### src/hdl/assert_macros.svh
// Assertion macros shared by the downsampler RTL.
// Uses the clk and rst names of the module that expands them.
`ifndef ASSERT_MACROS_SVH
`define ASSERT_MACROS_SVH

// Implication checked at every clock edge outside reset.
`define ASSERT_IMP(lbl, ante, cons, msg) \
  lbl: assert property (@(posedge clk) disable iff (rst) (ante) |-> (cons)) \
    else $error(msg);

// Invariant checked at every clock edge outside reset.
`define ASSERT_ALWAYS(lbl, expr, msg) \
  lbl: assert property (@(posedge clk) disable iff (rst) (expr)) \
    else $error(msg);

`endif

### src/hdl/bad_pkg.sv
// Shared types, constants and block-placement helper for the box average downsampler.
// No dependencies; used by bad_div and box_average_downsampler.
`default_nettype none

package bad_pkg;

  localparam int PIX_W       = 8;
  localparam int DIM_W       = 13;
  localparam int SUM_W       = 14;
  localparam int RS_W        = 11;
  localparam int D_W         = 7;
  localparam int SIZE_W      = 4;
  localparam int RECIP_W     = 15;
  localparam int RECIP_SHIFT = 14;
  localparam int MAX_ROWS    = 4096;

  localparam logic [1:0]       FACTOR_RST = 2'd1;
  localparam logic [DIM_W-1:0] COLS_RST   = 13'd640;
  localparam logic [DIM_W-1:0] ROWS_RST   = 13'd480;

  typedef enum logic [1:0] {
    REG_FACTOR = 2'd0,
    REG_COLS   = 2'd1,
    REG_ROWS   = 2'd2
  } reg_idx_t;

  typedef struct packed {
    logic              covered;
    logic              at_end;
    logic              is_last;
    logic              first;
    logic [DIM_W-1:0]  index;
    logic [SIZE_W-1:0] size;
  } span_t;

  typedef struct packed {
    logic             valid;
    logic             last;
    logic [SUM_W-1:0] total;
    logic [D_W-1:0]   d;
  } div_req_t;

  typedef struct packed {
    logic             valid;
    logic             last;
    logic [PIX_W-1:0] avg;
  } div_res_t;

  // floor(2^14 / d) for d = 1..64, indexed by d-1
  localparam logic [RECIP_W-1:0] RECIP [64] = '{
    15'd16384, 15'd8192, 15'd5461, 15'd4096, 15'd3276, 15'd2730, 15'd2340, 15'd2048,
    15'd1820,  15'd1638, 15'd1489, 15'd1365, 15'd1260, 15'd1170, 15'd1092, 15'd1024,
    15'd963,   15'd910,  15'd862,  15'd819,  15'd780,  15'd744,  15'd712,  15'd682,
    15'd655,   15'd630,  15'd606,  15'd585,  15'd564,  15'd546,  15'd528,  15'd512,
    15'd496,   15'd481,  15'd468,  15'd455,  15'd442,  15'd431,  15'd420,  15'd409,
    15'd399,   15'd390,  15'd381,  15'd372,  15'd364,  15'd356,  15'd348,  15'd341,
    15'd334,   15'd327,  15'd321,  15'd315,  15'd309,  15'd303,  15'd297,  15'd292,
    15'd287,   15'd282,  15'd277,  15'd273,  15'd268,  15'd264,  15'd260,  15'd256
  };

  // Places a position of a dimension of length n into its block, block size 1 << k.
  // The last block starts on the full-block grid and is n mod f wide (f if zero).
  function automatic span_t locate(logic [DIM_W-1:0] pos, logic [DIM_W-1:0] n,
                                   logic [1:0] k);
    logic [SIZE_W-1:0] f;
    logic [DIM_W-1:0]  mask;
    logic [DIM_W-1:0]  out_n;
    logic [DIM_W-1:0]  rem;
    logic [DIM_W-1:0]  idx;
    logic [DIM_W-1:0]  off;
    span_t             s;
    f     = 4'd1 << k;
    mask  = 13'(f) - 13'd1;
    out_n = n >> k;
    if (out_n == '0) out_n = 13'd1;
    rem   = n & mask;
    if (rem == '0) rem = 13'(f);
    idx   = pos >> k;
    off   = pos & mask;
    s.covered = 1'b0;
    s.at_end  = 1'b0;
    s.is_last = 1'b0;
    s.first   = (off == '0);
    s.index   = idx;
    s.size    = f;
    if (idx + 13'd1 < out_n) begin
      s.covered = 1'b1;
      s.at_end  = (off == mask);
    end else if (idx + 13'd1 == out_n && off < rem) begin
      s.covered = 1'b1;
      s.is_last = 1'b1;
      s.size    = rem[SIZE_W-1:0];
      s.at_end  = (off == rem - 13'd1);
    end
    return s;
  endfunction

endpackage

`default_nettype wire

### src/hdl/bad_div.sv
// Three-stage divider of a block sum by the block's pixel count (1..64).
// Reciprocal table from bad_pkg, estimate, then one correction step.
`default_nettype none

`include "assert_macros.svh"

module bad_div (
  input  logic              clk,
  input  logic              rst,
  input  logic              en,
  input  bad_pkg::div_req_t req,
  output bad_pkg::div_res_t res
);

  logic                              s1_valid;
  logic                              s1_last;
  logic [bad_pkg::SUM_W-1:0]         s1_total;
  logic [bad_pkg::D_W-1:0]           s1_d;
  logic [bad_pkg::RECIP_W-1:0]       s1_recip;
  logic                              s2_valid;
  logic                              s2_last;
  logic [bad_pkg::SUM_W-1:0]         s2_total;
  logic [bad_pkg::D_W-1:0]           s2_d;
  logic [bad_pkg::PIX_W-1:0]         s2_q0;
  logic                              r_valid;
  logic                              r_last;
  logic [bad_pkg::PIX_W-1:0]         r_avg;
  logic [5:0]                        ridx;
  logic [28:0]                       prod;
  logic [14:0]                       back;
  logic [14:0]                       rem;
  logic                              fix;

  assign ridx = 6'(req.d - 7'd1);
  assign prod = 29'(s1_total) * 29'(s1_recip);
  // estimate is low by at most one
  assign back = 15'(s2_q0) * 15'(s2_d);
  assign rem  = 15'(s2_total) - back;
  assign fix  = (rem >= 15'(s2_d));
  assign res  = {r_valid, r_last, r_avg};

  always_ff @(posedge clk) begin
    if (rst) begin
      s1_valid <= 1'b0;
      s2_valid <= 1'b0;
      r_valid  <= 1'b0;
    end else if (en) begin
      s1_valid <= req.valid;
      s2_valid <= s1_valid;
      r_valid  <= s2_valid;
    end
  end

  always_ff @(posedge clk) begin
    if (en) begin
      s1_last  <= req.last;
      s1_total <= req.total;
      s1_d     <= req.d;
      s1_recip <= bad_pkg::RECIP[ridx];
      s2_last  <= s1_last;
      s2_total <= s1_total;
      s2_d     <= s1_d;
      s2_q0    <= prod[bad_pkg::RECIP_SHIFT +: bad_pkg::PIX_W];
      r_last   <= s2_last;
      r_avg    <= fix ? s2_q0 + 8'd1 : s2_q0;
    end
  end

  `ASSERT_IMP(a_div_estimate, s2_valid, rem < (15'(s2_d) << 1), "quotient estimate off by more than one")

endmodule

`default_nettype wire

### config.mk
export PLATFORM = sky130hd
export DESIGN_NAME = bad_div
export DESIGN_NICKNAME = d
export VERILOG_FILES = /design/src/hdl/bad_pkg.sv /design/src/hdl/bad_div.sv
export VERILOG_INCLUDE_DIRS = /design/src /design/src/hdl
export SDC_FILE = /design/constraint.sdc
export NUM_CORES = 1
export LEC_CHECK = 0
export BUFFER_PORTS_ARGS = -buffer_cell sky130_fd_sc_hd__buf_2
export CAP_MARGIN = 25
export CORE_MARGIN = 5
export CORE_UTILIZATION = 45
export DETAILED_ROUTE_END_ITERATION = 10
export GPL_TIMING_DRIVEN = 0
export SLEW_MARGIN = 15
export SYNTH_ARGS = -nofsm -noshare
export SYNTH_HDL_FRONTEND = slang
export SYNTH_SLANG_ARGS = --single-unit
### constraint.sdc
create_clock -name clk -period 14.8 [get_ports clk]
set_clock_uncertainty 0.2 [all_clocks]
set_input_delay 0.74 -clock clk [delete_from_list [all_inputs] [get_ports clk]]
set_output_delay 0.74 -clock clk [all_outputs]
set_load 0.02 [all_outputs]
==> results.toml, run 1 <==
[logic_synthesis]
ys_ff_latch = 79
synth_area_um2 = 11600
async_reset_ff_frac = 0
seq_area_frac_synth = 0.201
syn_nets = 1543
avgSynthCellArea_um2 = 9.48
yosysUniqueCellTypes = 64
ys_warn_count = 0
synthFlopType = "edfxtp_1"
syn_inst = 1228
synth_edf_count = 76

[setup_path]
slowest_stage = "a2111oi_0"
path_delay_family = "adder cells"
slowest_delay_ns = 0.67
timing.reg2reg.setup_slack_ns = 7.47
path_cells = "clkbuf_1, and2_1, fa_1, inv_1, fa_1, inv_1, fa_1, inv_1, fa_1, inv_1, fa_1, inv_1, fa_1, inv_1, ha_1, o2111ai_1, o22ai_1, a21oi_1, o211ai_1, a2111oi_0, o31ai_1, a21oi_1, xnor2_1"
startpoint_type = "register"
worstPathArrival_ns = 7.22
crit_path_end_kind = "register"
crit_required_ns = 14.69
worst-path-buf-inv = 7
crit_fanout = 10
path_class = "register to register"

[layout]
antennaDiodeCount = 0
final_cell_mix = "250 x inv_1, 175 x fa_1, 156 x nand2_1, 115 x and2_1, 114 x ha_1"
n_fill_cell = 2399
area_delta_synth_final_pct = 7.93
final_common_cell = "inv_1"
nets = 1590
drive_gt1_frac = 0.0523

[clocking]
clock-sinks = 79
cts-buffers-inserted = 9
cts_resized = 0
cts_tree = "done"
clkLatencyLatePin_ns = 0.35
postCtsSetupRepairBufs = 0
clock-root-buffer = "clkbuf_16"
ctsHoldBuffers = 0
clockBufferDepth = 2
h-tree-depth = 3
clk_pin_slew_worst_paths_ns = 0.06

[flow_run]
drv_cap = 0

[timing]
finalHoldViolCount = 0
setup_viol = 0
maxSlewViolCount = 0
finalCritPeriodShare = 0.495
rsz0062_at_grt = "no"
tightestPinTransition_ns = 1.03
min_period_ns = 7.33
max_freq_ghz = 0.136
slew_headroom = 0.307
final.setup.tns_ns = 0

[detailed_routing]
ant_nets = 0
viasPerCell = 5.19
drtIter0Drc = 619
via_count = 8355
wirelength_um = 27900
drc = 0
wl_per_cell_um = 17.3
dr.pass1.iters = 5

[place]
port_buffers = 35
dp_hpwl_um = 22600
gp_congestion = 0.934

[floorplanning]
coreArea_um2 = 25300
die_y_um = 171
die_x_um = 171
rows = 58
start_util = 0.460
ios = 36
dieArea_um2 = 29200

[global_route]
globalRouteOverflowTotal = 0
antenna_found_initial = 0
grt_start_max_net_pins = 61
grt_pass1_wl_um = 45800
first_global_vias = 8439
grtUsageTotal = 0.200

[status]
outcome = "completed"

[worst_hold_path]
hp-class = "register to register"
[per-stage QoR]
step                      utilization  instances  setup WS [ns]  hold slack [ns]  instance area [um^2]
after floorplan                     -       1228           8.68            0.200                 11600
after global placement          0.483       1593           7.37            0.202                 12200
after detailed placement        0.484       1594           7.38            0.205                 12300
after CTS                       0.496       1610           7.34            0.215                 12600
after global routing            0.496       1610           7.03            0.228                 12600
final                           0.496       1610           7.47            0.211                 12600
[synthesized netlist by cell type, types with 13 or more instances]
master	number	area share
nor2_1	35	0.011
a21oi_1	34	0.015
a31oi_1	13	0.0070
ha_1	114	0.12
clkbuf_1	51	0.016
and2_1	115	0.062
edfxtp_1	76	0.20
xor2_1	18	0.014
fa_1	175	0.30
xnor2_1	29	0.022
o21ai_0	30	0.013
nand2_1	156	0.050
inv_1	250	0.081
[registers in the layout (all words and copies together) (netlist names), 7 cells and up]
name      flops
s1_recip     15
s1_total     14
s2_total     14
r_avg         8
s2_q0         8
s1_d          7
s2_d          7
[layer usage]
metal | up-vias | share of wire | GRT usage
met3 | 28 | 0.054 | 0.0296
met2 | 221 | 0.47 | 0.330
met1 | 4141 | 0.46 | 0.288
met4 | 0 | 0.012 | 0.0331
met5 | - | 0 | 0
li1 | 3965 | - | -
[cells by family after synthesis]
group	share of synthesized area
AO/OA/AOI/OAI	0.0768
buffers and inverters	0.100
flip-flops	0.201
AND/OR/NAND/NOR	0.155
XOR/XNOR	0.0353
adder cells (fa/ha/maj)	0.423
multiplexers	0.00752
[cell type report]
| cell class | count | area (um^2) | area share |
|---|---|---|---|
| buffer | 56 | 226 | 0.0180 |
| clock buffer | 9 | 225 | 0.0179 |
| clock inverter | 7 | 80.1 | 0.00637 |
| inverter | 251 | 942 | 0.0750 |
| multi-input combinational | 842 | 8130 | 0.647 |
| sequential | 79 | 2340 | 0.186 |
| tap | 330 | 413 | 0.0329 |
| timing repair buffer | 36 | 205 | 0.0163 |
[final timing paths]
path	cells past startpoint	start	end
hold reg to reg	0	s1_d[5]	s2_d[5]
setup reg to reg	23	s1_total[2]	s2_q0[7]
setup / recovery	23	s1_total[2]	s2_q0[7]
hold / removal	0	s1_d[5]	s2_d[5]
Power of run 1 is not shown: default switching activity piles up to over one toggle a cycle in this logic, so the estimate is an artifact.
==> run 2, diff against run 1 <==
==> constraint.sdc (replaced) <==
create_clock -name clk -period 6 [get_ports clk]
set_clock_uncertainty 0.2 [all_clocks]
set_input_delay 0.3 -clock clk [delete_from_list [all_inputs] [get_ports clk]]
set_output_delay 0.3 -clock clk [all_outputs]
set_load 0.02 [all_outputs]
==> results.toml, run 2 (synthesis results as in run 1) <==
[global_route]
grt_pass1_wl_um = 47000
first_global_vias = 8817
antenna_found_initial = 0
globalRouteOverflowTotal = 0
grtUsageTotal = 0.206
grt_start_max_net_pins = 63

[layout]
nets = 1650
final_cell_mix = "243 x inv_1, 174 x fa_1, 155 x nand2_1, 108 x and2_1, 107 x ha_1"
largest_reg_flops = 15
top_register = "s1_recip"
area_delta_synth_final_pct = 15.4
drive_gt1_frac = 0.132
final_cell_area_um2 = 13400
finalCoreUtilization = 0.531
final_common_cell = "inv_1"
fin_cells = 1670
reg.largest.list = "s1_recip: 15 flops, s1_total: 14 flops, s2_total: 14 flops"
antennaDiodeCount = 0

[setup_path]
crit_fanout = 5
crit_path_end_kind = "register"
startpoint_type = "register"
crit_required_ns = 5.88
reg2reg_depth = 24
path_class = "register to register"
worstPathArrival_ns = 5.98

[detailed_routing]
viasPerCell = 5.28
wirelength_um = 29100
drc = 0
via_count = 8816
ant_nets = 0
dr.pass1.iters = 5
drtIter0Drc = 585
wl_per_cell_um = 17.4

[place]
placed_area_um2 = 12300
dp_hpwl_um = 21700
port_buffers = 35
dp.cells = 1594
gp_congestion = 0.906

[status]
outcome = "finished, violations left"
violations = "setup timing"

[clocking]
clkLatencyLatePin_ns = 0.34
cts-buffers-inserted = 9
clockBufferDepth = 2
clock-sinks = 79
h-tree-depth = 3
clock-root-buffer = "clkbuf_16"
cts_tree = "done"
clk_pin_slew_worst_paths_ns = 0.06

[timing]
finalCritPeriodShare = 1.02
max_freq_ghz = 0.164
final.setup.tns_ns = -0.136
rsz0062_at_grt = "yes"
setup_slack_ns = -0.107
min_period_ns = 6.11
slew_headroom = 0.293
tightestPinTransition_ns = 1.05
maxSlewViolCount = 0
setup_viol = 2
finalHoldViolCount = 0

[floorplanning]
dieArea_um2 = 29200
die_y_um = 171
die_x_um = 171
start_util = 0.460
rows = 58
ios = 36
coreArea_um2 = 25300

[flow_run]
drv_cap = 0

[worst_hold_path]
hp-class = "input port to register"
whs_path_depth = 1
[run 2: cell type report]
cell class                 count  area (um^2)
fill                        2330        11900
multi-input combinational    842         8320
sequential                    79         2340
inverter                     251          942
timing repair buffer         113          835
tap                          330          413
buffer                        39          268
clock buffer                   9          225
clock inverter                 7         93.8
[run 2: critical path, stage by stage (launching register included)]
cell and delay, ns:
edfxtp_1 0.48, clkbuf_8 0.20, and2_4 0.13, fa_1 0.49, inv_1 0.05, fa_1 0.49
inv_2 0.04, fa_1 0.51, inv_2 0.04, fa_1 0.54, inv_2 0.04, fa_1 0.47
inv_1 0.05, fa_1 0.49, inv_2 0.05, ha_4 0.15, a21oi_2 0.15, o22ai_2 0.10
a21oi_2 0.20, o211ai_1 0.11, buf_4 0.16, a2111oi_4 0.35, o31ai_2 0.13, a21oi_1 0.16
xnor2_1 0.08
[run 2: path summary, 6_finish.rpt]
kind	start	endpoint	slack, ns
worst max-delay path	s1_recip[6]	s2_q0[7]	-0.11
worst min-delay path	req[4]	s1_d[4]	0.07
worst max register to register	s1_recip[6]	s2_q0[7]	-0.11
worst min register to register	s1_d[3]	s2_d[3]	0.22
[run 2: what timing repair did]
| action | in CTS | in global routing |
|---|---|---|
| setup buffers | 38 | 21 |
| pin swaps | 10 | 7 |
| cloned | 0 | 0 |
| hold buffers | 19 | 0 |
| resized for setup | 49 | 31 |
| setup endpoints to repair | 16 | 13 |
| endpoints found under the hold margin | 20 | 0 |
[run 2: routing by layer]
layer / up-vias / GRT usage / routed length (um)
met4: 0 / 0.0499 / 664
met2: 282 / 0.343 / 14000
li1: 4086 / - / -
met3: 51 / 0.0236 / 1730
met5: - / 0 / 0
met1: 4397 / 0.290 / 12700
[run 2: through the flow]
| stage | hold WS, ns | setup slack, ns |
|---|---|---|
| 6_report | 0.0651 | -0.107 |
| 4_1_cts | 0.0502 | -0.143 |
| 2_1_floorplan | 0.172 | 0.0127 |
| 5_1_grt | 0.0578 | -0.317 |
| 3_5_place_dp | 0.207 | -0.808 |
| 3_3_place_gp | 0.203 | -0.786 |
Power of run 2 is left out for the same reason.
